--- config.mk ---
export PLATFORM = sky130hd
export DESIGN_NAME = color_string_parser
export DESIGN_NICKNAME = d
export VERILOG_FILES = /design/src/hdl/csp_pkg.sv /design/src/hdl/color_string_parser.sv /design/src/hdl/csp_accum.sv /design/src/hdl/csp_decode.sv
export SDC_FILE = /design/constraint.sdc
export NUM_CORES = 1
export LEC_CHECK = 0
export BUFFER_PORTS_ARGS = -buffer_cell sky130_fd_sc_hd__buf_2
export CAP_MARGIN = 30
export CORE_ASPECT_RATIO = 1.5
export CORE_MARGIN = 5
export CORE_UTILIZATION = 60
export DETAILED_ROUTE_END_ITERATION = 10
export PLACE_DENSITY = 0.89
export SYNTH_ARGS = -nofsm -noshare
export SYNTH_HDL_FRONTEND = slang
export SYNTH_HIERARCHICAL = 1
export SYNTH_SLANG_ARGS = --single-unit
--- constraint.sdc ---
create_clock -name clk -period 4.5 [get_ports clk]
set_input_delay 0.45 -clock clk [delete_from_list [all_inputs] [get_ports clk]]
set_output_delay 0.45 -clock clk [all_outputs]
set_load 0.01 [all_outputs]
--- src/hdl/csp_pkg.sv ---
`timescale 1ns / 1ps

package csp_pkg;

    localparam int unsigned CountW   = 4;
    localparam int unsigned ByteW    = 8;
    localparam int unsigned NibW     = 32;
    localparam int unsigned StatusW  = 3;

    localparam logic [CountW-1:0] MaxCount = CountW'(10);

    localparam logic [StatusW-1:0] ST_OK        = 3'd0;
    localparam logic [StatusW-1:0] ST_BAD_LETTER = 3'd1;
    localparam logic [StatusW-1:0] ST_BAD_COUNT  = 3'd2;
    localparam logic [StatusW-1:0] ST_BAD_DIGIT  = 3'd3;
    localparam logic [StatusW-1:0] ST_NAMED      = 3'd4;

    localparam logic [ByteW-1:0] CH_HASH = 8'h23;

    localparam logic [7:0] FULL  = 8'd255;
    localparam logic [7:0] DARK  = 8'd150;
    localparam logic [7:0] LIGHT = 8'd200;
    localparam logic [7:0] SLATE = 8'd100;

    typedef struct packed {
        logic [CountW-1:0] count;
        logic [ByteW-1:0]  first;
        logic [NibW-1:0]   nibbles;
        logic              bad;
    } parse_state_t;

    typedef struct packed {
        logic [7:0]         red;
        logic [7:0]         green;
        logic [7:0]         blue;
        logic [7:0]         alpha;
        logic [StatusW-1:0] status;
    } color_t;

    // Bit 4 set means not a hex digit.
    function automatic logic [4:0] hex_value(input logic [ByteW-1:0] c);
        logic [4:0] v;
        v = 5'd16;
        if (c >= 8'h30 && c <= 8'h39)
        begin
            v = 5'(c - 8'h30);
        end
        else if (c >= 8'h61 && c <= 8'h66)
        begin
            v = 5'(c - 8'h57);
        end
        else if (c >= 8'h41 && c <= 8'h46)
        begin
            v = 5'(c - 8'h37);
        end
        return v;
    endfunction

    function automatic color_t letter_color(input logic [ByteW-1:0] c);
        color_t r;
        r = '{red: 8'd0, green: 8'd0, blue: 8'd0, alpha: FULL, status: ST_OK};
        case (c)
            8'h62: r.blue = FULL;                                       // b
            8'h67: r.green = FULL;                                      // g
            8'h72: r.red = FULL;                                        // r
            8'h63: begin r.green = FULL; r.blue = FULL; end             // c
            8'h6d: begin r.red = FULL; r.blue = FULL; end               // m
            8'h79: begin r.red = FULL; r.green = FULL; end              // y
            8'h6b: ;                                                    // k
            8'h77: begin r.red = FULL; r.green = FULL; r.blue = FULL; end
            8'h64: begin r.red = DARK; r.green = DARK; r.blue = DARK; end
            8'h6c: begin r.red = LIGHT; r.green = LIGHT; r.blue = LIGHT; end
            8'h73: begin r.red = SLATE; r.green = SLATE; r.blue = DARK; end
            default:
            begin
                r.alpha  = 8'd0;
                r.status = ST_BAD_LETTER;
            end
        endcase
        return r;
    endfunction

endpackage

--- src/hdl/color_string_parser.sv ---
`timescale 1ns / 1ps

// Color string parser.
// Input channel (in_valid/in_ready): one string byte per item on char_code,
// last_char high on the final byte. Output channel (out_valid/out_ready):
// one RGBA item plus status for each string, given after its last byte.
// Single lower-case letters come from a fixed table; other single bytes
// get a bad-letter status. '#' with 3, 4, 6 or 8 hex digits gives the
// color, other counts below nine a bad-count status, a non-hex digit a
// bad-digit status; longer '#' strings and the rest a named-lookup status.
// Throughput: one byte per cycle unless stalled. Bytes pass the input
// register, then update the running state; a final byte puts the color in
// the output register and sets out_valid. If the receiver stalls, the
// result holds there and non-final bytes of the next string keep flowing;
// only a final byte waits for the output register to free up, and in_ready
// then drops. Reset clears the running state and both valid flags.
module color_string_parser (
    input  logic       clk,
    input  logic       rst_n,
    input  logic       in_valid,
    output logic       in_ready,
    input  logic [7:0] char_code,
    input  logic       last_char,
    output logic       out_valid,
    input  logic       out_ready,
    output logic [7:0] red,
    output logic [7:0] green,
    output logic [7:0] blue,
    output logic [7:0] alpha,
    output logic [2:0] status
);
    import csp_pkg::*;

    logic         s1_valid_reg;
    logic [7:0]   s1_char_reg;
    logic         s1_last_reg;
    logic         out_valid_reg;
    color_t       res_reg;

    logic         out_free;
    logic         s1_fire;
    parse_state_t state_next;
    color_t       color;

    assign out_free = !out_valid_reg || out_ready;
    assign s1_fire  = s1_valid_reg && (!s1_last_reg || out_free);
    assign in_ready = !s1_valid_reg || s1_fire;

    always_ff @(posedge clk or negedge rst_n)
    begin
        if (!rst_n)
        begin
            s1_valid_reg <= 1'b0;
        end
        else if (in_ready)
        begin
            s1_valid_reg <= in_valid;
        end
    end

    always_ff @(posedge clk)
    begin
        if (in_ready && in_valid)
        begin
            s1_char_reg <= char_code;
            s1_last_reg <= last_char;
        end
    end

    csp_accum u_accum (
        .clk        (clk),
        .rst_n      (rst_n),
        .step       (s1_fire),
        .char_code  (s1_char_reg),
        .last_char  (s1_last_reg),
        .state_next (state_next)
    );

    csp_decode u_decode (
        .st    (state_next),
        .color (color)
    );

    always_ff @(posedge clk or negedge rst_n)
    begin
        if (!rst_n)
        begin
            out_valid_reg <= 1'b0;
        end
        else if (s1_fire && s1_last_reg)
        begin
            out_valid_reg <= 1'b1;
        end
        else if (out_ready)
        begin
            out_valid_reg <= 1'b0;
        end
    end

    always_ff @(posedge clk)
    begin
        if (s1_fire && s1_last_reg)
        begin
            res_reg <= color;
        end
    end

    assign out_valid = out_valid_reg;
    assign red       = res_reg.red;
    assign green     = res_reg.green;
    assign blue      = res_reg.blue;
    assign alpha     = res_reg.alpha;
    assign status    = res_reg.status;

`ifndef SYNTH
    a_last_gives_result: assert property (@(posedge clk) disable iff (!rst_n)
        s1_fire && s1_last_reg |=> out_valid_reg)
        else $error("last byte did not produce a result");

    a_error_zero: assert property (@(posedge clk) disable iff (!rst_n)
        out_valid_reg && res_reg.status != ST_OK |->
            res_reg.red == 8'd0 && res_reg.green == 8'd0 &&
            res_reg.blue == 8'd0 && res_reg.alpha == 8'd0)
        else $error("nonzero channels on error result");

    a_no_overwrite: assert property (@(posedge clk) disable iff (!rst_n)
        out_valid_reg && !out_ready |-> !(s1_fire && s1_last_reg))
        else $error("pending result overwritten");

    a_status_range: assert property (@(posedge clk) disable iff (!rst_n)
        out_valid_reg |-> res_reg.status <= ST_NAMED)
        else $error("status code out of range");
`endif

endmodule

--- src/hdl/csp_accum.sv ---
`timescale 1ns / 1ps

module csp_accum (
    input  logic                    clk,
    input  logic                    rst_n,
    input  logic                    step,
    input  logic [7:0]              char_code,
    input  logic                    last_char,
    output csp_pkg::parse_state_t   state_next
);
    import csp_pkg::*;

    parse_state_t state_reg;
    logic [4:0]   hv;

    always_comb
    begin
        hv         = hex_value(char_code);
        state_next = state_reg;
        if (state_reg.count == '0)
        begin
            state_next.first = char_code;
        end
        else if (hv[4])
        begin
            state_next.bad = 1'b1;
        end
        else
        begin
            state_next.nibbles = {state_reg.nibbles[NibW-5:0], hv[3:0]};
        end
        if (state_reg.count < MaxCount)
        begin
            state_next.count = state_reg.count + CountW'(1);
        end
    end

    always_ff @(posedge clk or negedge rst_n)
    begin
        if (!rst_n)
        begin
            state_reg <= '0;
        end
        else if (step)
        begin
            // string done: start fresh for the next one
            state_reg <= last_char ? '0 : state_next;
        end
    end

`ifndef SYNTH
    a_count_sat: assert property (@(posedge clk) disable iff (!rst_n)
        state_reg.count <= MaxCount)
        else $error("char count past saturation");

    a_clear_after_last: assert property (@(posedge clk) disable iff (!rst_n)
        step && last_char |=> state_reg == '0)
        else $error("state not cleared after last byte");

    a_first_byte: assert property (@(posedge clk) disable iff (!rst_n)
        step && !last_char && state_reg.count == '0 |=> state_reg.first == $past(char_code))
        else $error("first byte not captured");
`endif

endmodule

--- src/hdl/csp_decode.sv ---
`timescale 1ns / 1ps

module csp_decode (
    input  csp_pkg::parse_state_t   st,
    output csp_pkg::color_t         color
);
    import csp_pkg::*;

    logic [CountW-1:0] digits;
    logic [NibW-1:0]   s;

    always_comb
    begin
        s      = st.nibbles;
        digits = st.count - CountW'(1);
        color  = '{red: 8'd0, green: 8'd0, blue: 8'd0, alpha: 8'd0, status: ST_OK};
        if (st.count == CountW'(1))
        begin
            color = letter_color(st.first);
        end
        else if (st.first == CH_HASH && st.count < MaxCount)
        begin
            if (digits != CountW'(3) && digits != CountW'(4) &&
                digits != CountW'(6) && digits != CountW'(8))
            begin
                color.status = ST_BAD_COUNT;
            end
            else if (st.bad)
            begin
                color.status = ST_BAD_DIGIT;
            end
            else if (digits == CountW'(3))
            begin
                // short forms: nibble times 17 is the nibble doubled
                color.red   = {s[11:8], s[11:8]};
                color.green = {s[7:4], s[7:4]};
                color.blue  = {s[3:0], s[3:0]};
                color.alpha = FULL;
            end
            else if (digits == CountW'(4))
            begin
                color.red   = {s[15:12], s[15:12]};
                color.green = {s[11:8], s[11:8]};
                color.blue  = {s[7:4], s[7:4]};
                color.alpha = {s[3:0], s[3:0]};
            end
            else if (digits == CountW'(6))
            begin
                color.red   = s[23:16];
                color.green = s[15:8];
                color.blue  = s[7:0];
                color.alpha = FULL;
            end
            else
            begin
                color.red   = s[31:24];
                color.green = s[23:16];
                color.blue  = s[15:8];
                color.alpha = s[7:0];
            end
        end
        else
        begin
            color.status = ST_NAMED;
        end
    end

endmodule
==> qor.yml <==
run_status:
  run_status: "finished clean"
floorplanning:
  die_height_um: 130
  floorplan.initialDensity_pct: 61.9
  die_area_um2: 11700
  floorplan.core_area_um2: 9310
  pin_count: 50
  die_w_um: 90.0
  row_count: 43
worst_setup_path:
  worstPathRequired_ps: 4680
  worstPathCellList: "inv_1, ha_1, nand2_1, mux2i_1, nor4bb_1, nand2_1, a31oi_1, nor2_1, o21ai_1"
  crit_path_max_fanout: 13
  r2r.worst_path.cells: 9
  cp_data_arrival_time_ps: 3520
  slowest_delay_ps: 790
  worstSetupPathType: "flip-flop to flip-flop"
  type_of_destination_of_the_critical_path: "flip-flop"
  crit_path_most_repeated_cell: "sky130_fd_sc_hd__nand2_1"
  cp_slowest_cell: "sky130_fd_sc_hd__mux2i_1"
  start_kind: "flip-flop"
  crit_cells: 9
  cp_top_family: "simple AND/OR/NAND/NOR gates"
  critPathBufInv: 1
timing:
  clock.fmax_mhz: 300
  final_min_period_over_clock_period_pct: 74.2
  setup_viol: 0
  finalHoldViolations: 0
  worst_pin_slew_ps: 938
  timing.clock.skew_ps: 8.73
  finalMaxSlewViolations: 0
  slew_headroom_pct: 37.3
  fin_crit_ps: 3340
  setup_repair_after_global_routing_missed_its_margin: "false"
  setup-tns-final_ps: 0
synthesis:
  synth-warning-count: 6
  yosysTopAreaCell: "sky130_fd_sc_hd__edfxtp_1"
  yosys.area.top_type_share_pct: 22.9
  synth_edf_count: 44
  synth.yosys.seq_area_share_pct: 43.3
  post_syn_instances: 611
  syn-cell-area_um2: 5770
  ys_types: 71
  synth-main-ff-cell: "sky130_fd_sc_hd__dfrtp_1"
  ys_async_sr_fraction_pct: 51.6
  postSynthRegisterBits: 91
  yosys-top-cells-area: "sky130_fd_sc_hd__edfxtp_1 23%, sky130_fd_sc_hd__dfrtp_1 20%, sky130_fd_sc_hd__nand2_1 7.3%"
  syn-mean-instance-area_um2: 9.44
  synth.net_count: 629
grt:
  grt_start_max_net_pins: 50
  antenna_found_initial: 0
  grt_pass1_wl_um: 22600
  global_route.overflow_total: 0
  via_count_of_the_first_global_routing_pass: 4511
  grt_util_all_layers_pct: 23.9
placed_design:
  dp_hpwl_um: 9750
  placed_instances: 738
  numPortBuffers: 49
  gp_congestion: 0.901
  placedInstanceArea_um2: 5970
cells_and_area:
  largest_register_ff_count: 45
  area_added_between_synthesis_and_finish_pct: 8.98
  drive_above_1_share_pct: 17.3
  nNetsFinal: 656
  finish.instance_area_um2: 6280
  antenna_cells: 0
  layout.cells.non_filler: 755
routing:
  detail_route.wl_per_cell_um: 18.3
  residual_drc: 0
  drtAntennaViolNets: 0
  drtPass1Iterations: 6
  drt-total-wl_um: 13800
  drt_first_iter_violations: 376
  viasPerCell: 6.39
  vias: 4825
clock_tree:
  clkSinkCount: 91
  clk_buf_depth: 2
  clk_latency_ps: 350
  postCtsSetupRepairBufs: 0
  clock_tree.htree_level_count: 3
  clk_transition_reported_paths_ps: 60
  num_cts_buffers: 9
  ctsResizeCount: 0
  root_buffer: "sky130_fd_sc_hd__clkbuf_16"
  hold_buffers: 1
  cts_tree: "done"
power:
  power_leakage_nw: 2.64
  power-per-cell-area_nw_per_um2: 429
  p_total_mw: 2.70
  vdd_drop_max_mv: 0.321
hold_path:
  hold_class: "input pin to flip-flop"
  min_delay_path_depth: 1
run:
  drv.max_cap_violation_count: 0
-- final timing paths --
path | from | end | slack [ps]
min in group asynchronous | rst_n | u_accum/state_reg[29] | 470
max | u_accum/state_reg[41] | red[1] | 1160
max reg2reg | u_accum/state_reg[41] | red[1] | 1160
min reg2reg | u_accum/state_reg[6] | u_accum/state_reg[6] | 490
max in group asynchronous | rst_n | u_accum/state_reg[37] | 3580
min | last_char | s1_last_reg | 280
-- where the power goes --
group	internal (mW)	switching [mW]	total, mW
Combinational	0.330	0.550	0.880
Sequential	0.984	0.0818	1.07
Clock	0.433	0.316	0.749
-- metal layers --
layer / track usage, % / share of wire, % / vias to the layer above
met3: 5.65 / 7.0 / 35
met2: 40.4 / 50 / 240
met5: 0 / 0 / -
li1: - / - / 2279
met1: 29.0 / 39 / 2271
met4: 11.2 / 3.7 / 0
-- layout make-up --
type                            instances  area, µm²
Fill cell                             719       3020
Multi-Input combinational cell        458       2920
Clock buffer                            9        225
Clock inverter                          7       75.1
Inverter                               19       71.3
Sequential cell                        91       2500
Timing Repair Buffer                   59        359
Tap cell                              112        140
-- metrics by stage --
step	utilization, %	hold slack, ps	worst slack, ps
final	67.5	276	1160
after global routing	67.5	259	937
after CTS	67.5	265	1250
after detailed placement	64.2	303	1320
after global placement	63.5	477	1380
after floorplan	-	154	1760
-- worst register-to-register path: cells and delay by family, from the launching register on --
kind / cells / cell delay [ps]
simple gates: 4 / 1090
mux: 1 / 790
compound gates: 2 / 580
flops: 1 / 390
buf+inv: 1 / 110
fa+ha+maj: 1 / 220
-- Yosys cell counts (4+ instances only) --
library cell / n
sky130_fd_sc_hd__clkbuf_1: 14
sky130_fd_sc_hd__nor2_1: 32
sky130_fd_sc_hd__mux2i_1: 19
sky130_fd_sc_hd__inv_1: 18
sky130_fd_sc_hd__o2bb2ai_1: 11
sky130_fd_sc_hd__buf_6: 13
sky130_fd_sc_hd__nand2_1: 112
sky130_fd_sc_hd__nor2b_1: 5
sky130_fd_sc_hd__o21ai_2: 9
sky130_fd_sc_hd__a22o_1: 9
sky130_fd_sc_hd__dfrtp_1: 47
sky130_fd_sc_hd__o32a_1: 4
sky130_fd_sc_hd__a21oi_1: 30
sky130_fd_sc_hd__edfxtp_1: 44
sky130_fd_sc_hd__o21ai_1: 28
sky130_fd_sc_hd__buf_2: 11
sky130_fd_sc_hd__a211o_1: 4
sky130_fd_sc_hd__o22ai_1: 16
sky130_fd_sc_hd__o21ai_0: 34
sky130_fd_sc_hd__o221ai_1: 6
sky130_fd_sc_hd__mux2_2: 5
sky130_fd_sc_hd__nand3_1: 11
sky130_fd_sc_hd__nand2b_1: 25
sky130_fd_sc_hd__a2bb2oi_1: 8
sky130_fd_sc_hd__o21a_1: 4
sky130_fd_sc_hd__ha_1: 5
sky130_fd_sc_hd__a21o_1: 17
sky130_fd_sc_hd__buf_4: 5
-- cell families after synthesis --
group                      count (synthesis)  synth area share, %
AOI/OAI and AO/OA                        210                 25.8
xor gates and xnor gates                   2                0.304
adders and majority gates                  5                 1.09
buffers and inverters                     62                 6.29
DFF                                       91                 43.3
muxes                                     24                 4.28
and+or+nand+nor                          217                 18.9
-- cell usage in the layout, fill, tap and decap left out, drive strengths merged, types with 4 or more instances in the layout --
cell     instances
a211o            4
a21o            17
a21oi           32
a22o             9
a2bb2oi          8
and2             4
buf             58
clkbuf           9
clkinv           4
dfrtp           47
edfxtp          44
ha               5
inv             21
mux2             5
mux2i           19
nand2          113
nand2b          26
nand3           11
nor2            33
nor2b            6
nor3             4
o21a             5
o21ai           71
o221ai           9
o22ai           16
o2bb2ai         11
o32a             4
No activity file was read; power rests on OpenSTA's default activity.
